**src/design/json_message_framer_unit_assert.svh**
```systemverilog
// assertion macros for the json message framer
`ifndef JSON_MESSAGE_FRAMER_UNIT_ASSERT_SVH
`define JSON_MESSAGE_FRAMER_UNIT_ASSERT_SVH

`ifndef SYNTHESIS

`define JMF_ASSERT_SAME(lbl, ante, cons, msg) \
    lbl: assert property (@(posedge i_clk) disable iff (!i_rst_n) (ante) |-> (cons)) \
        else $error(msg);

`define JMF_ASSERT_NEXT(lbl, ante, cons, msg) \
    lbl: assert property (@(posedge i_clk) disable iff (!i_rst_n) (ante) |=> (cons)) \
        else $error(msg);

`else

`define JMF_ASSERT_SAME(lbl, ante, cons, msg)
`define JMF_ASSERT_NEXT(lbl, ante, cons, msg)

`endif

`endif

```
**src/design/jmf_pkg.sv**
```systemverilog
// shared types and constants of the json message framer
package jmf_pkg;

    localparam int unsigned MAX_DEPTH_DEF = 255;
    localparam logic [15:0] LIMIT_RESET   = 16'(16 * 1024);

    localparam logic [7:0] CH_OPEN   = 8'h7B;
    localparam logic [7:0] CH_CLOSE  = 8'h7D;
    localparam logic [7:0] CH_QUOTE  = 8'h22;
    localparam logic [7:0] CH_BSLASH = 8'h5C;
    localparam logic [7:0] CH_NL     = 8'h0A;

    typedef enum logic [1:0] {
        ERR_NONE  = 2'd0,
        ERR_STRAY = 2'd1,
        ERR_LONG  = 2'd2,
        ERR_DEEP  = 2'd3
    } t_err;

    typedef struct packed {
        logic [7:0]  out_byte;
        logic        keep;
        logic        end_of_message;
        logic [15:0] message_length;
        t_err        error_code;
    } t_result;

endpackage

```
**src/design/json_message_framer_unit.sv**
```systemverilog
// top level of the json message framer
// accepted byte: input register, then combinational parser, then result register (o_valid)
// one item per cycle unless i_ready stalls; framing state updates in the single parser pass
// ready stays high while the result register is free or being taken
// reset (synchronous, active low) clears framing state and errors, limit returns to 16384
module json_message_framer_unit #(
    parameter int unsigned MAX_DEPTH = jmf_pkg::MAX_DEPTH_DEF
) (
    input  logic        i_clk,
    input  logic        i_rst_n,
    input  logic        i_cfg_wr_en,
    input  logic [15:0] i_cfg_wr_data,
    input  logic        i_valid,
    output logic        o_ready,
    input  logic [7:0]  i_data_byte,
    output logic        o_valid,
    input  logic        i_ready,
    output logic [7:0]  o_out_byte,
    output logic        o_keep,
    output logic        o_end_of_message,
    output logic [15:0] o_message_length,
    output logic [1:0]  o_error_code
);
    import jmf_pkg::*;

    logic       r_in_valid;
    logic [7:0] r_in_byte;
    logic       out_valid;
    logic       adv;
    t_result    res_d;
    t_result    res_q;

    assign adv     = r_in_valid && (!out_valid || i_ready);
    assign o_ready = !r_in_valid || adv;

    always_ff @(posedge i_clk) begin
        if (!i_rst_n) begin
            r_in_valid <= 1'b0;
        end else if (o_ready) begin
            r_in_valid <= i_valid;
        end
    end

    always_ff @(posedge i_clk) begin
        if (o_ready && i_valid) begin
            r_in_byte <= i_data_byte;
        end
    end

    jmf_parser #(
        .MAX_DEPTH(MAX_DEPTH)
    ) u_parser (
        .i_clk        (i_clk),
        .i_rst_n      (i_rst_n),
        .i_cfg_wr_en  (i_cfg_wr_en),
        .i_cfg_wr_data(i_cfg_wr_data),
        .i_adv        (adv),
        .i_byte       (r_in_byte),
        .o_res        (res_d)
    );

    jmf_result_reg u_result (
        .i_clk  (i_clk),
        .i_rst_n(i_rst_n),
        .i_load (adv),
        .i_res  (res_d),
        .i_take (i_ready),
        .o_valid(out_valid),
        .o_res  (res_q)
    );

    assign o_valid          = out_valid;
    assign o_out_byte       = res_q.out_byte;
    assign o_keep           = res_q.keep;
    assign o_end_of_message = res_q.end_of_message;
    assign o_message_length = res_q.message_length;
    assign o_error_code     = res_q.error_code;

endmodule

```
**src/design/jmf_parser.sv**
```systemverilog
// framing state and per-item next-state logic
`include "json_message_framer_unit_assert.svh"

module jmf_parser #(
    parameter int unsigned MAX_DEPTH = jmf_pkg::MAX_DEPTH_DEF
) (
    input  logic             i_clk,
    input  logic             i_rst_n,
    input  logic             i_cfg_wr_en,
    input  logic [15:0]      i_cfg_wr_data,
    input  logic             i_adv,
    input  logic [7:0]       i_byte,
    output jmf_pkg::t_result o_res
);
    import jmf_pkg::*;

    localparam int unsigned DEPTH_W = $clog2(MAX_DEPTH + 1);
    localparam logic [DEPTH_W-1:0] DEPTH_MAX = DEPTH_W'(MAX_DEPTH);

    logic [15:0]        r_max_len;
    logic [DEPTH_W-1:0] r_depth, n_depth;
    logic               r_in_str, n_in_str;
    logic               r_after_bs, n_after_bs;
    logic               r_swallow, n_swallow;
    logic [15:0]        r_len, n_len;
    t_err               r_err, n_err;

    always_comb begin
        logic fault;
        logic brace_end;
        fault      = 1'b0;
        brace_end  = 1'b0;
        n_depth    = r_depth;
        n_in_str   = r_in_str;
        n_after_bs = r_after_bs;
        n_swallow  = 1'b0;
        n_len      = r_len;
        n_err      = r_err;
        o_res.out_byte       = i_byte;
        o_res.keep           = 1'b0;
        o_res.end_of_message = 1'b0;
        o_res.message_length = r_len;
        if (r_err != ERR_NONE) begin
            o_res.message_length = r_len;
        end else if (i_byte == CH_NL) begin
            if (r_swallow) begin
                o_res.message_length = 16'd0;
            end else begin
                o_res.end_of_message = 1'b1;
                o_res.message_length = r_len;
            end
            n_depth    = '0;
            n_in_str   = 1'b0;
            n_after_bs = 1'b0;
            n_len      = 16'd0;
        end else begin
            if (r_in_str) begin
                if (r_after_bs) begin
                    n_after_bs = 1'b0;
                end else if (i_byte == CH_BSLASH) begin
                    n_after_bs = 1'b1;
                end else if (i_byte == CH_QUOTE) begin
                    n_in_str = 1'b0;
                end
            end else if (i_byte == CH_QUOTE) begin
                n_in_str = 1'b1;
            end else if (i_byte == CH_OPEN) begin
                if (r_depth >= DEPTH_MAX) begin
                    n_err = ERR_DEEP;
                    fault = 1'b1;
                end else begin
                    n_depth = r_depth + DEPTH_W'(1);
                end
            end else if (i_byte == CH_CLOSE) begin
                if (r_depth == '0) begin
                    n_err = ERR_STRAY;
                    fault = 1'b1;
                end else begin
                    n_depth = r_depth - DEPTH_W'(1);
                    brace_end = (r_depth == DEPTH_W'(1));
                end
            end
            if (!fault) begin
                o_res.keep           = 1'b1;
                o_res.message_length = r_len + 16'd1;
                n_len                = r_len + 16'd1;
                if (brace_end) begin
                    o_res.end_of_message = 1'b1;
                    n_depth    = '0;
                    n_in_str   = 1'b0;
                    n_after_bs = 1'b0;
                    n_len      = 16'd0;
                    n_swallow  = 1'b1;
                end else if (n_len >= r_max_len) begin
                    n_err = ERR_LONG;
                end
            end
        end
        o_res.error_code = n_err;
    end

    always_ff @(posedge i_clk) begin
        if (!i_rst_n) begin
            r_max_len  <= LIMIT_RESET;
            r_depth    <= '0;
            r_in_str   <= 1'b0;
            r_after_bs <= 1'b0;
            r_swallow  <= 1'b0;
            r_len      <= 16'd0;
            r_err      <= ERR_NONE;
        end else begin
            if (i_cfg_wr_en) begin
                r_max_len <= i_cfg_wr_data;
            end
            if (i_adv) begin
                r_depth    <= n_depth;
                r_in_str   <= n_in_str;
                r_after_bs <= n_after_bs;
                r_swallow  <= n_swallow;
                r_len      <= n_len;
                r_err      <= n_err;
            end
        end
    end

    `JMF_ASSERT_NEXT(a_err_sticky, r_err != ERR_NONE, r_err == $past(r_err), "error code changed")
    `JMF_ASSERT_SAME(a_escape_in_str, !r_in_str, !r_after_bs, "escape flag outside string")
    `JMF_ASSERT_NEXT(a_eom_clears, i_adv && o_res.end_of_message, r_depth == '0 && r_len == 16'd0, "message end left state")

endmodule

```
**src/design/jmf_result_reg.sv**
```systemverilog
// output register holding one finished result item
module jmf_result_reg (
    input  logic             i_clk,
    input  logic             i_rst_n,
    input  logic             i_load,
    input  jmf_pkg::t_result i_res,
    input  logic             i_take,
    output logic             o_valid,
    output jmf_pkg::t_result o_res
);
    import jmf_pkg::*;

    logic    r_valid;
    t_result r_res;

    always_ff @(posedge i_clk) begin
        if (!i_rst_n) begin
            r_valid <= 1'b0;
        end else if (i_load) begin
            r_valid <= 1'b1;
        end else if (i_take) begin
            r_valid <= 1'b0;
        end
    end

    always_ff @(posedge i_clk) begin
        if (i_load) begin
            r_res <= i_res;
        end
    end

    assign o_valid = r_valid;
    assign o_res   = r_res;

endmodule
```
**config.mk**
```make
export PLATFORM = sky130hd
export DESIGN_NAME = json_message_framer_unit
export DESIGN_NICKNAME = d
export VERILOG_FILES = /design/src/design/jmf_pkg.sv /design/src/design/json_message_framer_unit.sv /design/src/design/jmf_parser.sv /design/src/design/jmf_result_reg.sv
export VERILOG_INCLUDE_DIRS = /design/src /design/src/design
export SDC_FILE = /design/constraint.sdc
export NUM_CORES = 1
export LEC_CHECK = 0
export BUFFER_PORTS_ARGS = -buffer_cell sky130_fd_sc_hd__buf_2
export CORE_MARGIN = 3
export CORE_UTILIZATION = 44
export CTS_BUF_LIST = sky130_fd_sc_hd__clkbuf_4 sky130_fd_sc_hd__clkbuf_8
export DETAILED_ROUTE_END_ITERATION = 7
export PLACE_DENSITY = 0.71
export SLEW_MARGIN = 20
export SYNTH_ARGS = -nofsm -noshare
export SYNTH_HDL_FRONTEND = slang
export SYNTH_HIERARCHICAL = 1
export SYNTH_SLANG_ARGS = --single-unit
```
**constraint.sdc**
```tcl
create_clock -name i_clk -period 6.4 [get_ports i_clk]
set_clock_uncertainty 0.1 [all_clocks]
set_input_delay 0.32 -clock i_clk [delete_from_list [all_inputs] [get_ports i_clk]]
set_output_delay 0.32 -clock i_clk [all_outputs]
set_load 0.02 [all_outputs]
```
After elaboration in Yosys (flattened, before gate mapping). Cells that the tools add are included.

Register bits: 83. Bits of input ports: 29. Output and inout port bits: 30. Word-level logic and storage cells: 103.

$add $sub $neg: 3. Order comparisons: 2. Eq/ne operators: 7. Muxes and demuxes: 63. Bitwise operators: 1. Reduce and logical (&&, ||, !) cells: 12.

Operators by type and width (number): 16-bit 2-to-1 mux (5); 8-bit 2-to-1 mux (9); 1-bit 2-to-1 mux (36); 8-bit by 7-bit equality test with 1-bit output (second input constant) (3); 2-bit 2-to-1 mux (11); 18-bit 2-to-1 mux (1); 17-bit 2-to-1 mux (1); 16-bit by 1-bit adder with 16-bit output (second input constant) (1); 16-bit >= comparator (1); 8-bit by 1-bit adder with 8-bit output (second input constant) (1); 8-bit by 1-bit equality test with 1-bit output (second input constant) (1); 8-bit by 4-bit equality test with 1-bit output (second input constant) (1); 8-bit by 6-bit equality test with 1-bit output (second input constant) (1); 8-bit >= comparator (second input constant) (1); 8-bit logical NOT (1); 8-bit by 1-bit subtractor with 8-bit output (second input constant) (1); 2-bit nonzero test (2); 3-bit AND reduction (1); 1-bit logical AND (2); 1-bit logical NOT (2); 1-bit logical OR (2); 2-bit by 1-bit inequality test with 1-bit output (second input constant) (1); 2-bit AND reduction (1); 2-bit OR reduction (1); 1-bit inverter (1).

Longest topological paths before layout.
Word-level depth: 12. Gate-level depth with buffers: 14. Mapped depth without buffers: 12.

Cells and area by module. Netlist, hierarchy kept.

Modules (own cells, without submodules): jmf_parser (times used 1, cells an instance 459, area an instance 3569.7 um^2, seq. area each 900.9 um^2); jmf_result_reg (times used 1, cells an instance 31, area an instance 882.1 um^2, seq. area each 860.8 um^2); json_message_framer_unit (times used 1, cells an instance 15, area an instance 315.3 um^2, seq. area each 260.2 um^2).

Least setup slack after synthesis. No wires, ideal clock.

Kind: flip-flop to flip-flop. From: register u_result.r_valid, in the netlist u_result/o_valid. To: register u_parser.r_len[11]. Setup time: 93 ps. Data arrival time: 4247 ps. Setup slack: 1960 ps. Cell stages (with the launch flop): 8. Path buffers: 2. Clock period less this slack: 4440 ps. Cell sequence: dfxtp_1 -> a21boi_0 -> and2_1 -> clkbuf_1 -> nand2_1 -> or3_1 -> buf_6 -> o311ai_2.

Word-level cells in the longest chain between the ends: 4.

Ends and longest elaborated chain: from (decl) (RTL line jmf_result_reg.sv:13) `logic r_valid;`; from (signal assigned) (RTL line jmf_result_reg.sv:18) `r_valid <= 1'b0;`; from (signal assigned) (RTL line jmf_result_reg.sv:20) `r_valid <= 1'b1;`; from (signal assigned) (RTL line jmf_result_reg.sv:22) `r_valid <= 1'b0;`; 1-bit logical NOT (RTL line json_message_framer_unit.sv:33) `assign adv = r_in_valid && (!out_valid || i_ready);`; 1-bit logical OR (RTL line json_message_framer_unit.sv:33); 1-bit logical AND (RTL line json_message_framer_unit.sv:33); net adv (RTL line json_message_framer_unit.sv:29) `logic adv;`; 3-bit AND reduction (no source line); to (signal assigned) (RTL line jmf_parser.sv:120) `r_len <= n_len;`; to (decl) (RTL line jmf_parser.sv:25) `logic [15:0] r_len, n_len;`.

The timed path passes the listed nets, and every way through them passes these cells. A chain may end at the register's enable or synchronous reset.

==> summary.txt <==
Layout cells sized above 1 - 19.4%
Number of synthesized flops with an enable pin - 36
Core Region - 0.0104 sq mm
Die X - 110 um
Asr flop ratio synth - 0%
Synth cell types - 68
Worst-path maximum fanout - 10
Synth Flop Type - dfxtp_1
Critical Path End Type - register
Fin crit period - 3.46 ns
Area Overhead vs Synth - 11.0%
Setup bufs post-CTS - 0
CTS tree - done
Hold EP - r_in_byte[5]
Reg clk slew, reported paths - 0.08 ns
Routed len/inst - 15.7 um
Worst r2r dst - u_result/o_res[1]
Cell count after synthesis - 505
I/O Pins - 59
Clk Tree Root Cell - clkbuf_8
Antenna violations before repair - 0
PortBufs - 58
Die area - 0.0121 sq mm
FF-to-FF Start - u_parser/r_len[7]
First-pass GRT wire length - 17500 um
Via count - 3913
Initial Utilization - 45.8%
Fin cells - 683
Max Freq - 289 MHz
Post-Syn Nets - 554
Status - finished clean
Worst Path Required - 6.40 ns
Skew-Pair Late Insertion Delay - 0.35 ns
Placed cell count - 666
CP Launch Type - register
Final WL - 10700 um
Final nets - 591
Post-synthesis sequential area ratio - 42.4%
Largest net degree at the start of global routing - 40
Pre-Repair DR Iteration Count - 4
Clock sinks - 83
Vias in the first global route - 3534
H-tree depth - 3
Setup TNS - 0 ns
Final period util - 54.0%
Num CTS Buffers - 9
Final setup fails - 0
Hold Path Depth - 1
RSZ-0062 raised after global routing - false
Post-cts resize count - 0
Slew Viols, Final - 0
FF+latch count, synth - 83
All-Layer GR Usage - 18.7%
Fillers - 979
DRC viols - 0
# rows - 37
Overflow after GRT - 0
Final hold violations - 0
Overall power - 1.09 mW
Clk buf depth - 2
Hold Buf Count CTS - 0
Cell area after synthesis - 0.00477 sq mm
Worst min-delay path category - in2reg
Vias/cell - 5.73
Crit Path Class - reg2reg
DR iter-0 viols - 349
Antenna cell count - 0
Slew at the pin closest to its max-slew limit - 1.05 ns
Hold path start - i_data_byte[5]
Routability cong. - 0.877
Pwr dens - 205 mW/mm^2
Worst setup margin - 2.94 ns
Mean Syn Cell Area - 9.44 sq um
Worst r2r path cells - 12
Maximum Capacitance Violations - 0
Antenna Nets Post-Route - 0
R2R setup slack - 2.94 ns
HPWL Detailed - 7730 um
Pre-CTS setup slack - 3.04 ns
WP data arrival - 3.46 ns
Ys Warns - 6
Slew headroom - 29.8%
Die Ht - 110 um
Pleak - 2.19 nW
VDD IR max - 107 uV
==> cells in the mapped netlist (all sizes together) (2+ instances only) <==
cell / number / share of area, %
or2: 5 / 0.66
a41oi: 2 / 0.76
dfxtp: 47 / 20
buf: 19 / 2.6
nand4b: 4 / 0.73
a21oi: 23 / 2.4
a41o: 2 / 0.45
a211oi: 2 / 0.31
nor2b: 5 / 0.81
inv: 30 / 2.4
nor3b: 2 / 0.31
ha: 20 / 5.2
o31ai: 2 / 0.31
a21boi: 2 / 0.39
a32o: 2 / 0.42
o21a: 4 / 0.63
nand3: 25 / 2.6
o311ai: 2 / 0.68
and3: 10 / 1.3
a22o: 9 / 1.7
mux2i: 17 / 3.6
a31oi: 6 / 0.79
and4: 4 / 0.73
o211ai: 4 / 0.63
and4b: 3 / 0.63
a21o: 4 / 0.63
nor4b: 2 / 0.68
o21ai: 22 / 2.4
a311oi: 2 / 0.37
or3: 2 / 0.26
and2: 6 / 0.89
xor2: 7 / 1.3
a22oi: 6 / 0.94
edfxtp: 36 / 23
nand4: 11 / 1.4
nor4: 11 / 2.7
o41ai: 2 / 0.37
nand2: 41 / 3.2
xnor2: 2 / 0.37
nor3: 13 / 1.6
nor2: 44 / 3.6
clkbuf: 16 / 1.3
a311o: 5 / 1.0
nand2b: 14 / 1.8
==> power breakdown <==
group / internal (mW) / switching [mW] / total [mW]
combinational: 0.0364 / 0.0643 / 0.101
clock: 0.212 / 0.188 / 0.401
sequential: 0.571 / 0.0137 / 0.585
==> worst max path at each step <==
stage,from,endpoint,slack [ns]
2_1_floorplan,u_result/o_valid,u_parser/r_len[11],1.96
3_3_place_gp,u_parser/r_len[0],u_result/o_res[1],3.18
3_5_place_dp,u_parser/r_len[7],u_result/o_res[1],3.04
4_1_cts,u_parser/r_len[7],u_result/o_res[1],3.02
5_1_grt,u_parser/r_len[7],u_result/o_res[1],2.66
6_report,u_parser/r_len[7],u_result/o_res[1],2.94
==> critical path: stages, from the launching register on <==
cell     delay, ns
dfxtp_1       0.49
nand4_1       0.20
nor4_2        0.77
nand3_1       0.18
xor2_1        0.23
inv_1         0.07
ha_1          0.29
a21o_1        0.19
a21o_1        0.18
a21oi_1       0.12
o21ai_0       0.09
nor2_1        0.18
o21ai_0       0.12
==> metrics by stage <==
stage                     area [sq um]  hold slack [ns]  utilization, %
after floorplan                   4770            0.319               -
after global placement            5070            0.365            48.7
after detailed placement          5070            0.382            48.7
after CTS                         5280           0.0297            50.7
after global routing              5290           0.0266            50.8
final                             5290           0.0430            50.8
==> registers in the layout (all words and copies together), names as in the netlist <==
| name | count |
|---|---|
| u_result/o_res | 28 |
| u_parser/r_len | 16 |
| u_parser/r_max_len | 16 |
| r_in_byte | 8 |
| u_parser/r_depth | 8 |
| u_parser/r_err | 2 |
| r_in_valid | 1 |
| u_parser/r_after_bs | 1 |
| u_parser/r_in_str | 1 |
| u_parser/r_swallow | 1 |
| u_result/o_valid | 1 |
==> area by class of cell <==
cell class              instances  area (sq um)  share of cell area (%)
repair buffers                 61           313                    5.91
clock inverters                 3          45.0                   0.851
well taps                     136           170                    3.22
inverters                      30           113                    2.13
multi-input cells             357          2460                    46.5
clock buffers                  13           166                    3.15
flip-flops and latches         83          2020                    38.2
==> cell families (layout without fill, tap and decap cells) <==
| kind of cell | Yosys count | after routing | synth area share (%) |
|---|---|---|---|
| simple gates | 204 | 204 | 24.6 |
| compound gates | 107 | 107 | 16.3 |
| flops | 83 | 83 | 42.4 |
| buf+inv | 65 | 107 | 6.19 |
| xor+xnor | 9 | 9 | 1.65 |
| fa+ha+maj | 20 | 20 | 5.25 |
| mux | 17 | 17 | 3.57 |
==> routing by layer <==
metal / vias to the layer above / track usage, % / routed length, um
met2: 109 / 28.6 / 4820
met1: 1868 / 26.7 / 5130
met4: 0 / 6.41 / 161
met5: - / 0 / 0
met3: 15 / 3.15 / 628
li1: 1921 / - / -
==> layout by cell type (no fill, tap or decap), types with 5 or more instances in the layout <==
cell type,count
xor2_1,7
nand2b_1,14
and3_1,10
edfxtp_1,36
ha_1,20
nor4_2,5
nor3_1,11
a22oi_1,6
nand2_1,41
a21oi_1,23
a311o_1,5
nand4_1,11
a31oi_1,6
inv_1,29
dfxtp_1,47
mux2i_1,17
a22o_1,9
nand3_1,25
or2_2,5
clkbuf_8,11
nor2_1,42
o21ai_0,16
o21ai_1,5
buf_2,58
No activity file was read; power rests on OpenSTA's default activity.
